===== src/hdl/next_fit_zone_allocator_assert.svh =====
// assertion macros used by the allocator top level
`ifndef NEXT_FIT_ZONE_ALLOCATOR_ASSERT_SVH
`define NEXT_FIT_ZONE_ALLOCATOR_ASSERT_SVH

// same-cycle implication, sampled on clk, off while arst_n is low
`define NFZA_ASSERT_IMP(lbl, ante, cons, msg) \
	lbl: assert property (@(posedge clk) disable iff (!arst_n) (ante) |-> (cons)) \
		else $error(msg);

// next-cycle implication
`define NFZA_ASSERT_NXT(lbl, ante, cons, msg) \
	lbl: assert property (@(posedge clk) disable iff (!arst_n) (ante) |=> (cons)) \
		else $error(msg);

`endif


===== src/hdl/nfza_pkg.sv =====
// shared constants, command and status types for the next-fit allocator
package nfza_pkg;

	localparam int ARENA_WORDS  = 4096;
	localparam int AW           = 12;
	localparam int WW           = 13;
	localparam int TAG_W        = 4;
	localparam int HEADER_BYTES = 20;
	localparam int HEADER_WORDS = (HEADER_BYTES + 3) / 4;
	localparam int WORD_BYTES   = 4;
	localparam int GUARD_BYTES  = 4;
	localparam int NEED_ADD     = HEADER_WORDS * WORD_BYTES + GUARD_BYTES + WORD_BYTES - 1;
	localparam int MEM_W        = 1 + WW + TAG_W;

	localparam logic [10:0] MIN_FRAG_RESET = 11'd64;

	// opcodes
	localparam logic [1:0] OP_ALLOC = 2'd0;
	localparam logic [1:0] OP_FREE  = 2'd1;
	localparam logic [1:0] OP_TAG   = 2'd2;
	localparam logic [1:0] OP_CLEAR = 2'd3;

	// result status codes
	localparam logic [2:0] ST_OK       = 3'd0;
	localparam logic [2:0] ST_NO_SPACE = 3'd1;
	localparam logic [2:0] ST_ZERO_TAG = 3'd2;
	localparam logic [2:0] ST_BAD      = 3'd3;
	localparam logic [2:0] ST_FREED    = 3'd4;

	// register indexes
	localparam logic [0:0] REG_MIN_FRAG = 1'd0;

	// datapath actions
	localparam logic [4:0] ACT_NONE   = 5'd0;
	localparam logic [4:0] ACT_LOAD   = 5'd1;
	localparam logic [4:0] ACT_CLR    = 5'd2;
	localparam logic [4:0] ACT_A_RD   = 5'd3;
	localparam logic [4:0] ACT_A_EV   = 5'd4;
	localparam logic [4:0] ACT_A_SPL  = 5'd5;
	localparam logic [4:0] ACT_A_OWN  = 5'd6;
	localparam logic [4:0] ACT_F_RD   = 5'd7;
	localparam logic [4:0] ACT_F_EV   = 5'd8;
	localparam logic [4:0] ACT_R_PRVD = 5'd9;
	localparam logic [4:0] ACT_R_PEV  = 5'd10;
	localparam logic [4:0] ACT_R_NRD  = 5'd11;
	localparam logic [4:0] ACT_R_NEV  = 5'd12;
	localparam logic [4:0] ACT_R_FIN  = 5'd13;
	localparam logic [4:0] ACT_T_RD   = 5'd14;
	localparam logic [4:0] ACT_T_EV   = 5'd15;
	localparam logic [4:0] ACT_OUT    = 5'd16;

	typedef struct packed {
		logic [4:0] act;
	} cmd_t;

	typedef struct packed {
		logic [1:0] op;
		logic       tag_zero;
		logic       addr_low;
		logic       sweep_last;
		logic       fit;
		logic       split;
		logic       back;
		logic       rd_start;
		logic       rd_free;
		logic       own_match;
		logic       entry_zero;
		logic       n_in;
		logic       p_end;
		logic       out_full;
	} sts_t;

endpackage


===== src/hdl/nfza_ctrl.sv =====
// sequencer for allocate, free, free-by-tag and clear
module nfza_ctrl (
	input  logic           clk,
	input  logic           arst_n,
	input  logic           in_valid,
	output logic           in_ready,
	input  logic           out_ready,
	input  nfza_pkg::sts_t sts,
	output nfza_pkg::cmd_t cmd
);

	localparam logic [4:0] S_IDLE   = 5'd0;
	localparam logic [4:0] S_INIT   = 5'd1;
	localparam logic [4:0] S_DISP   = 5'd2;
	localparam logic [4:0] S_CLR    = 5'd3;
	localparam logic [4:0] S_A_RD   = 5'd4;
	localparam logic [4:0] S_A_EV   = 5'd5;
	localparam logic [4:0] S_A_SPL  = 5'd6;
	localparam logic [4:0] S_A_OWN  = 5'd7;
	localparam logic [4:0] S_F_RD   = 5'd8;
	localparam logic [4:0] S_F_EV   = 5'd9;
	localparam logic [4:0] S_R_PRVD = 5'd10;
	localparam logic [4:0] S_R_PEV  = 5'd11;
	localparam logic [4:0] S_R_NRD  = 5'd12;
	localparam logic [4:0] S_R_NEV  = 5'd13;
	localparam logic [4:0] S_R_FIN  = 5'd14;
	localparam logic [4:0] S_T_RD   = 5'd15;
	localparam logic [4:0] S_T_EV   = 5'd16;
	localparam logic [4:0] S_DONE   = 5'd17;

	logic [4:0] state_q, state_d;

	assign in_ready = state_q == S_IDLE;

	// next state and datapath action
	always_comb begin
		state_d = state_q;
		cmd.act = nfza_pkg::ACT_NONE;
		case (state_q)
			S_IDLE: begin
				if (in_valid) begin
					cmd.act = nfza_pkg::ACT_LOAD;
					state_d = S_DISP;
				end
			end
			S_INIT: begin
				cmd.act = nfza_pkg::ACT_CLR;
				if (sts.sweep_last)
					state_d = S_IDLE;
			end
			S_DISP: begin
				case (sts.op)
					nfza_pkg::OP_ALLOC: state_d = sts.tag_zero ? S_DONE : S_A_RD;
					nfza_pkg::OP_FREE:  state_d = sts.addr_low ? S_DONE : S_F_RD;
					nfza_pkg::OP_TAG:   state_d = sts.tag_zero ? S_DONE : S_T_RD;
					default:            state_d = S_CLR;
				endcase
			end
			S_CLR: begin
				cmd.act = nfza_pkg::ACT_CLR;
				if (sts.sweep_last)
					state_d = S_DONE;
			end
			S_A_RD: begin
				cmd.act = nfza_pkg::ACT_A_RD;
				state_d = S_A_EV;
			end
			S_A_EV: begin
				cmd.act = nfza_pkg::ACT_A_EV;
				if (sts.fit)
					state_d = sts.split ? S_A_SPL : S_A_OWN;
				else
					state_d = sts.back ? S_DONE : S_A_RD;
			end
			S_A_SPL: begin
				cmd.act = nfza_pkg::ACT_A_SPL;
				state_d = S_A_OWN;
			end
			S_A_OWN: begin
				cmd.act = nfza_pkg::ACT_A_OWN;
				state_d = S_DONE;
			end
			S_F_RD: begin
				cmd.act = nfza_pkg::ACT_F_RD;
				state_d = S_F_EV;
			end
			S_F_EV: begin
				cmd.act = nfza_pkg::ACT_F_EV;
				if (!sts.rd_start || sts.rd_free)
					state_d = S_DONE;
				else
					state_d = sts.entry_zero ? S_R_NRD : S_R_PRVD;
			end
			S_R_PRVD: begin
				cmd.act = nfza_pkg::ACT_R_PRVD;
				state_d = S_R_PEV;
			end
			S_R_PEV: begin
				cmd.act = nfza_pkg::ACT_R_PEV;
				state_d = S_R_NRD;
			end
			S_R_NRD: begin
				cmd.act = nfza_pkg::ACT_R_NRD;
				state_d = sts.n_in ? S_R_NEV : S_R_FIN;
			end
			S_R_NEV: begin
				cmd.act = nfza_pkg::ACT_R_NEV;
				state_d = S_R_FIN;
			end
			S_R_FIN: begin
				cmd.act = nfza_pkg::ACT_R_FIN;
				state_d = (sts.op == nfza_pkg::OP_FREE) ? S_DONE : S_T_RD;
			end
			S_T_RD: begin
				cmd.act = nfza_pkg::ACT_T_RD;
				state_d = sts.p_end ? S_DONE : S_T_EV;
			end
			S_T_EV: begin
				cmd.act = nfza_pkg::ACT_T_EV;
				if (sts.own_match)
					state_d = sts.entry_zero ? S_R_NRD : S_R_PRVD;
				else
					state_d = S_T_RD;
			end
			S_DONE: begin
				if (!sts.out_full || out_ready) begin
					cmd.act = nfza_pkg::ACT_OUT;
					state_d = S_IDLE;
				end
			end
			default: state_d = S_IDLE;
		endcase
	end

	// state register, clearing pass first after reset
	always_ff @(posedge clk or negedge arst_n) begin
		if (!arst_n) begin
			state_q <= S_INIT;
		end else begin
			state_q <= state_d;
		end
	end

endmodule


===== config.mk =====
export PLATFORM = sky130hd
export DESIGN_NAME = nfza_ctrl
export DESIGN_NICKNAME = d
export VERILOG_FILES = /design/src/hdl/next_fit_zone_allocator_assert.svh /design/src/hdl/nfza_pkg.sv /design/src/hdl/nfza_ctrl.sv
export SDC_FILE = /design/constraint.sdc
export NUM_CORES = 1
export LEC_CHECK = 0
export ABC_AREA = 0
export BUFFER_PORTS_ARGS = -buffer_cell sky130_fd_sc_hd__buf_2
export CAP_MARGIN = 20
export CORE_ASPECT_RATIO = 1.2
export CORE_MARGIN = 5
export CORE_UTILIZATION = 45
export CTS_CLUSTER_SIZE = 12
export DETAILED_ROUTE_END_ITERATION = 8
export PLACE_DENSITY = 0.81
export SYNTH_ARGS = -nofsm -noshare
export SYNTH_HDL_FRONTEND = slang
export SYNTH_SLANG_ARGS = --single-unit

===== constraint.sdc =====
create_clock -name clk -period 2.2 [get_ports clk]
set_clock_uncertainty 0.2 [all_clocks]
set_input_delay 0.44 -clock clk [delete_from_list [all_inputs] [get_ports clk]]
set_output_delay 0.44 -clock clk [all_outputs]
set_load 0.01 [all_outputs]

== Yosys cells after proc, flatten, opt, wreduce, memory -nomap -nowiden ==
Index checks and enable logic that the tools add are counted.

* Bits in registers: 5
* Output and inout bits: 6
* Logic and storage cells: 53

* Equality and inequality tests: 23
* Muxes and demuxes: 21
* Reductions and logical operators: 8

{| class="wikitable"
|+ Operators with widths
! kind !! count
|-
| 5-bit one-hot mux with 18 select lines || 1
|-
| 5-bit one-hot mux with 16 select lines || 1
|-
| 5-bit two-way mux || 12
|-
| 5-bit by 4-bit == test with 1-bit output (second input constant) || 8
|-
| 5-bit by 3-bit == test with 1-bit output (second input constant) || 4
|-
| 5-bit one-hot mux with 3 select lines || 1
|-
| 5-bit by 2-bit == test with 1-bit output (second input constant) || 2
|-
| 5-bit == test (second input constant) || 2
|-
| 2-bit inequality test (second input constant) || 4
|-
| 3-bit two-way mux || 2
|-
| 5-bit by 1-bit == test with 1-bit output (second input constant) || 1
|-
| 5-bit zero test || 1
|-
| 4-bit AND reduction || 1
|-
| 1-bit two-way mux || 3
|-
| 2-bit by 1-bit == test with 1-bit output (second input constant) || 1
|-
| 2-bit == test (second input constant) || 1
|-
| 1-bit zero test || 2
|-
| 2-bit zero test || 1
|-
| 1-bit logical OR || 2
|-
| 2-bit two-way mux || 1
|-
| 2-bit OR reduction || 1
|}

== Depth between registers and ports, before layout ==
Gate-level depths: netlist (run 1).

* Depth after elaboration: 4
* Depth in mapped cells: 6

== Worst setup path after synthesis (run 1) ==
Ideal clock, no wire load.

* Path type: register to output
* Start: register state_q[0]
* End: output cmd[3] in the netlist's numbering
* Arrival: 1.230 ns
* Required time: 1.560 ns
* Path slack: 0.330 ns
* Stages on the path, launching flop included: 5
* Buffers on the path: 2
* Cells stage by stage: dfstp_2 > buf_2 > buf_2 > nor3_1 > o21ai_0

{| class="wikitable"
|+ RTL lines
! item !! RTL line !! source
|-
| start: declaration || nfza_ctrl.sv:31 || <nowiki>logic [4:0] state_q, state_d;</nowiki>
|-
| start signal: assignment || nfza_ctrl.sv:140 || <nowiki>state_q <= state_d;</nowiki>
|-
| end: declaration || nfza_ctrl.sv:9 || <nowiki>output nfza_pkg::cmd_t cmd</nowiki>
|}

==> results of run 1 <==
[per-stage QoR]
step           instances  hold WS, ps  cell area [µm²]    util
2_1_floorplan        113       -55.59            797.0       -
3_3_place_gp         153        51.83            928.4  0.5587
3_5_place_dp         153        54.43            928.4  0.5587
4_1_cts              158        241.5            964.7  0.5806
5_1_grt              161        241.8            987.2  0.5941
6_report             161        250.4            987.2  0.5941
[Yosys cell counts, drive strengths merged, types with 4 or more instances]
cell / instances
nor2b: 6
o21ai: 11
nand2b: 6
a21oi: 10
dfrtp: 4
nand2: 7
nor3: 4
nor2: 15
buf: 9
a31oi: 4
inv: 4
[area by class of cell]
| type | instances | area (µm²) | share of cell area |
|---|---|---|---|
| inverter | 4 | 15.01 | 0.01521 |
| multi-input combinational | 95 | 591.8 | 0.5995 |
| sequential | 5 | 126.4 | 0.1280 |
| timing repair buffer | 35 | 205.2 | 0.2079 |
| clock buffer | 4 | 26.28 | 0.02662 |
| tap | 18 | 22.52 | 0.02281 |
[power breakdown]
part / switching, mW / internal, mW
logic: 0.520 / 0.387
registers: 0.0406 / 0.137
clock network: 0.0339 / 0.0683
total: 0.595 / 0.592
[worst register-to-register path: stages, from the launching register on]
cell	delay [ps]
dfrtp_1	390
buf_4	220
nand2b_1	220
nor4_2	350
a31oi_2	100
o2111ai_1	210
o211a_1	170
[cell families after synthesis]
kind of cell	Yosys count
AND/OR/NAND/NOR	55
AO/OA/AOI/OAI	37
buffers and inverters	13
flip-flops	5
XOR/XNOR	2
multiplexers	1
[layer usage]
| layer | up-vias | global-route usage | share of wire | wire length [µm] |
|---|---|---|---|---|
| met5 | - | 0 | 0 | 0 |
| met3 | 6 | 0.02413 | 0.087 | 206 |
| met2 | 57 | 0.2892 | 0.52 | 1226 |
| met1 | 449 | 0.2055 | 0.38 | 897 |
| li1 | 475 | - | - | - |
| met4 | 0 | 0.09881 | 0.011 | 27 |
[path summary, 6_finish.rpt]
kind	start	to	slack [ps]	cells past startpoint
max in group asynchronous	arst_n	state_q[0]	1260	2
hold / removal	sts[8]	state_q[0]	250	2
hold reg to reg	state_q[4]	state_q[2]	550	1
setup reg to reg	state_q[1]	state_q[1]	280	6
setup / recovery	state_q[0]	cmd[2]	150	4
min in group asynchronous	arst_n	state_q[4]	330	2
[repair_timing]
item | in CTS | in global routing
setup endpoints to repair | 0 | 3
endpoints found under the hold margin | 5 | 0
hold buffers | 1 | 0
buffers inserted | 0 | 3
==> impl_results.md, run 1 <==
* Post-cts resize count at 0
* CTS tree: built
* Post-Synth Adder-Cell Area at 0
* Final setup fails at 0
* Post-route DRC at 0
* Synth top area cells: dfrtp_1 (13%), nor2_1 (7.1%), o21ai_0 (6.9%)
* Dpl ws at 306.1 ps
* Final GP Congestion at 0.9160
* Top FF cell, synth: dfrtp_1
* Die area at 2716 µm²
* Commonest non-fill, non-tap cell in the layout: buf_2
* GRT overflow at 0
* Initial antenna violation count at 0
* Synth top area share at 0.1256
* Drt wl/cell at 14.65 µm
* Post-Synth XOR/XNOR Area at 0.02198
* Most frequent cells in the layout: buf_2 (24), nor2_1 (15), o21ai_0 (11), a21oi_1 (10), buf_4 (10)
* Clock transition at the registers of the reported paths at 40 ps
* Std cell rows at 16
* First-pass GRT wire length at 3905 µm
* Simple-gate share of the synthesized area at 0.4050
* Htree depth at 1
* Synth-to-layout area growth at 23.86%
* Worst path cell trace: nor2_1 > mux2i_1 > o21ai_0 > buf_2
* Worst EP arrival at 1410 ps
* Largest family of logic cells by synthesized area: simple AND/OR/NAND/NOR gates
* Final Hold Viols at 0
* CTS Buffer Depth at 2
* Largest fanout on the critical path at 7
* Initial drt markers at 62
* Post-synth EDFFs at 0
* Yosys reg bits at 5
* Outcome: finished, final reports clean
* Slew HR at 0.7446
* CTS root buffer: clkbuf_4
* Kind of critical path: register to primary output
* Mux share of post-synthesis cell area at 0.01256
* Tot GR Track Use at 0.1729
* Synthesized area per cell at 7.053 µm²
* Initial Util at 0.4797
* Worst setup margin at 148.1 ps
* Tmin final at 2052 ps
* CP delay by family, top: flip-flops
* Max reg flops at 5
* Max Slew Vio Count at 0
* PwrDens at 1202 nW/µm²
* Layout cells sized above 1 at 0.3007
* Antenna cells at 0
* Final TNS setup at 0 ps
* Slew @ Worst Pin at 381.7 ps
* Die width at 48.42 µm
* Number of max-cap violations at 0
* Cells after synthesis at 113
* Post-synth top area cell: dfrtp_1
* Number of vias in the routed layout at 987
* P_leak at 0.4453 nW
* Largest net degree at the start of global routing at 24
* Vias in the first global route at 927
* Top flop regs: state_q x5
* Post-DP HPWL at 1794 µm
* CP endpoint kind: primary output
* Asr flop ratio synth at 1.000
* Inserted Clock Buffers at 3
* Tot Pwr at 1.187 mW
* Core area at 1662 µm²
* Io pins at 25
* Post-Syn Nets at 132
* Crit path launch type: register
* Clk_lat worst skew at 240 ps
* Die span in y at 56.10 µm
* Compound-Gate Fraction of Synth Area at 0.3030
* Largest reg by FF count: state_q
* WP buf/inv at 1
* Slowest stage delay, CP at 400 ps
* FILL cells at 155
* Synthesized area at 797.0 µm²
* Critical Path RT at 1560 ps
* PortBufs at 24
* Final #Nets at 163
* Fmax at 487.4 MHz
* Post-synthesis sequential area ratio at 0.1586
* Fin crit share at 0.9327
* Unique masters post-synth at 42
* Worst path slowest cell: dfstp_2
* Worst hold path class: input pin to register
* Num Clock Sinks at 5
* Worst vdd ir at 685.2 µV
* Via density per instance at 6.130
* Antenna Nets Post-Route at 0
* Yosys warnings at 0
* Drt pass-1 iters at 4
* Post-Route WL at 2358 µm
No activity file was read; power rests on OpenSTA's default activity.
==> run 2, diff against run 1 <==
CORE_MARGIN = default   (was 5)
GPL_ROUTABILITY_DRIVEN = 1   (was default)
clock period = 2.1 ns   (was 2.2 ns; I/O delays follow)
==> impl_results.md, run 2 (same netlist as run 1, synthesis figures left out) <==
* Max reg flops at 5 (unchanged)
* Io pins at 25 (unchanged)
* Most frequent cells in the layout: buf_2 (24), nor2_1 (14), a21oi_1 (10), o21ai_0 (9), buf_4 (8)
* Crit path launch type: register
* Initial antenna violation count at 0 (unchanged)
* Vias in the first global route at 824 (-11%)
* Tot GR Track Use at 0.2753 (+0.1024)
* Drt pass-1 iters at 5 (+1)
* Slowest stage delay, CP at 470 ps (+70 ps)
* Worst path cell trace: nand2b_1 > buf_4 > o21ai_0 > buf_2
* CTS Buffer Depth at 2 (unchanged)
* Post-Route WL at 2385 µm (+1.1%)
* DP Area at 950.9 µm² (+2.4%)
* CTS root buffer: clkbuf_4
* CP delay by family, top: flip-flops
* Worst vdd ir at 543.7 µV (-21%)
* CTS tree: built
* Outcome: finished, final reports clean
* Slew @ Worst Pin at 389.2 ps (+7.542 ps)
* PortBufs at 24 (unchanged)
* Largest fanout on the critical path at 10 (+3)
* WP buf/inv at 2 (+1)
* Initial drt markers at 45 (-27%)
* P_leak at 0.4487 nW (+0.77%)
* Worst hold path class: input pin to register
* Largest net degree at the start of global routing at 16 (-33%)
* Kind of critical path: register to primary output
* Htree depth at 1 (unchanged)
* Die span in y at 48.10 µm (-14%)
* Clock transition at the registers of the reported paths at 50 ps (about the same)
* Post-CTS setup buffers at 0 (unchanged)
* Fmax at 494.1 MHz
* Tmin final at 2024 ps
* Fin crit share at 0.9638
* GRT overflow at 0 (unchanged)
* Post-DP HPWL at 1878 µm (+4.7%)
* Worst path slowest cell: dfrtp_1
* Largest reg by FF count: state_q
* Final Hold Viols at 0 (unchanged)
* Core area at 1642 µm² (-1.2%)
* Layout cells sized above 1 at 0.3147 (+0.01399)
* Design area at 1002 µm² (+1.5%)
* Synth-to-layout area growth at 25.75%
* Final TNS setup at 0 ps (unchanged)
* Die width at 40.42 µm (-17%)
* RSZ-0062 raised after global routing: false
* Antenna Nets Post-Route at 0 (unchanged)
* Worst EP arrival at 1400 ps (about the same)
* Commonest non-fill, non-tap cell in the layout: buf_2
* Critical Path RT at 1480 ps (-80 ps)
* Final setup fails at 0 (unchanged)
* Initial Util at 0.4855 (+0.005850)
* Clk_lat worst skew at 250 ps (about the same)
* CP endpoint kind: primary output
* Drt wl/cell at 14.81 µm (+1.1%)
* Die area at 1944 µm² (-28%)
* Post-route DRC at 0 (unchanged)
* Num Clock Sinks at 5 (unchanged)
* Inserted Clock Buffers at 3 (unchanged)
* Via density per instance at 6.081 (-0.81%)
* Number of max-cap violations at 0 (unchanged)
* Top flop regs: state_q x5
* First-pass GRT wire length at 3539 µm (-9.4%)
* Final #Nets at 163 (unchanged)
* Final GP Congestion at 0.9950 (+8.6%)
* PwrDens at 1270 nW/µm² (+5.6%)
* Final hold slack at 202.0 ps (-48.44 ps)
* Max Slew Vio Count at 0 (unchanged)
* Antenna cells at 0 (unchanged)
* Std cell rows at 16 (unchanged)
* Slew HR at 0.7384 (-0.006248)
* Number of vias in the routed layout at 979 (-0.81%)
==> run 2: area by class of cell <==
type                       instances  area [µm²]
clock buffer                       4       26.28
fill                             146       639.4
inverter                           4       15.01
multi-input combinational         95       599.3
sequential                         5       126.4
tap                               18       22.52
timing repair buffer              35       212.7
==> run 2: final timing paths <==
path,startpoint,to,slack (ps),depth (start not counted)
hold reg to reg,state_q[0],state_q[3],460,1
max in group asynchronous,arst_n,state_q[0],1160,2
min in group asynchronous,arst_n,state_q[4],320,2
setup reg to reg,state_q[0],state_q[1],250,5
setup / recovery,state_q[4],cmd[3],80,4
hold / removal,sts[8],state_q[0],200,2
==> run 2: timing repair <==
item | in CTS | in global routing
hold buffers | 1 | 0
hold endpoints to repair | 5 | 0
gates resized for setup | 0 | 6
endpoints found under the setup margin | 0 | 5
==> run 2: power by group <==
group | internal [mW] | switching, mW | total [mW]
Combinational | 0.415 | 0.551 | 0.966
Clock | 0.0720 | 0.0426 | 0.115
Sequential | 0.143 | 0.0479 | 0.191
Total | 0.631 | 0.642 | 1.27
==> run 2: metrics by stage <==
step / util / instances / worst slack, ps / total power [mW]
after floorplan: - / 113 / 249.8 / 0.8515
after global placement: 0.5793 / 156 / 330.4 / 1.091
after detailed placement: 0.5793 / 156 / 286.4 / 1.109
after CTS: 0.6014 / 161 / 55.42 / 1.227
after global routing: 0.6105 / 161 / 0.1270 / 1.383
final: 0.6105 / 161 / 76.05 / 1.272
==> run 2: layer usage <==
metal  vias up  routed length [µm]  GRT usage  part of all wire
met2        48                1211     0.4794              0.51
met4         0                  77     0.1733             0.032
li1        476                   -          -                 -
met5         -                   0          0                 0
met1       445                 961     0.3182              0.40
met3        10                 134    0.02283             0.056
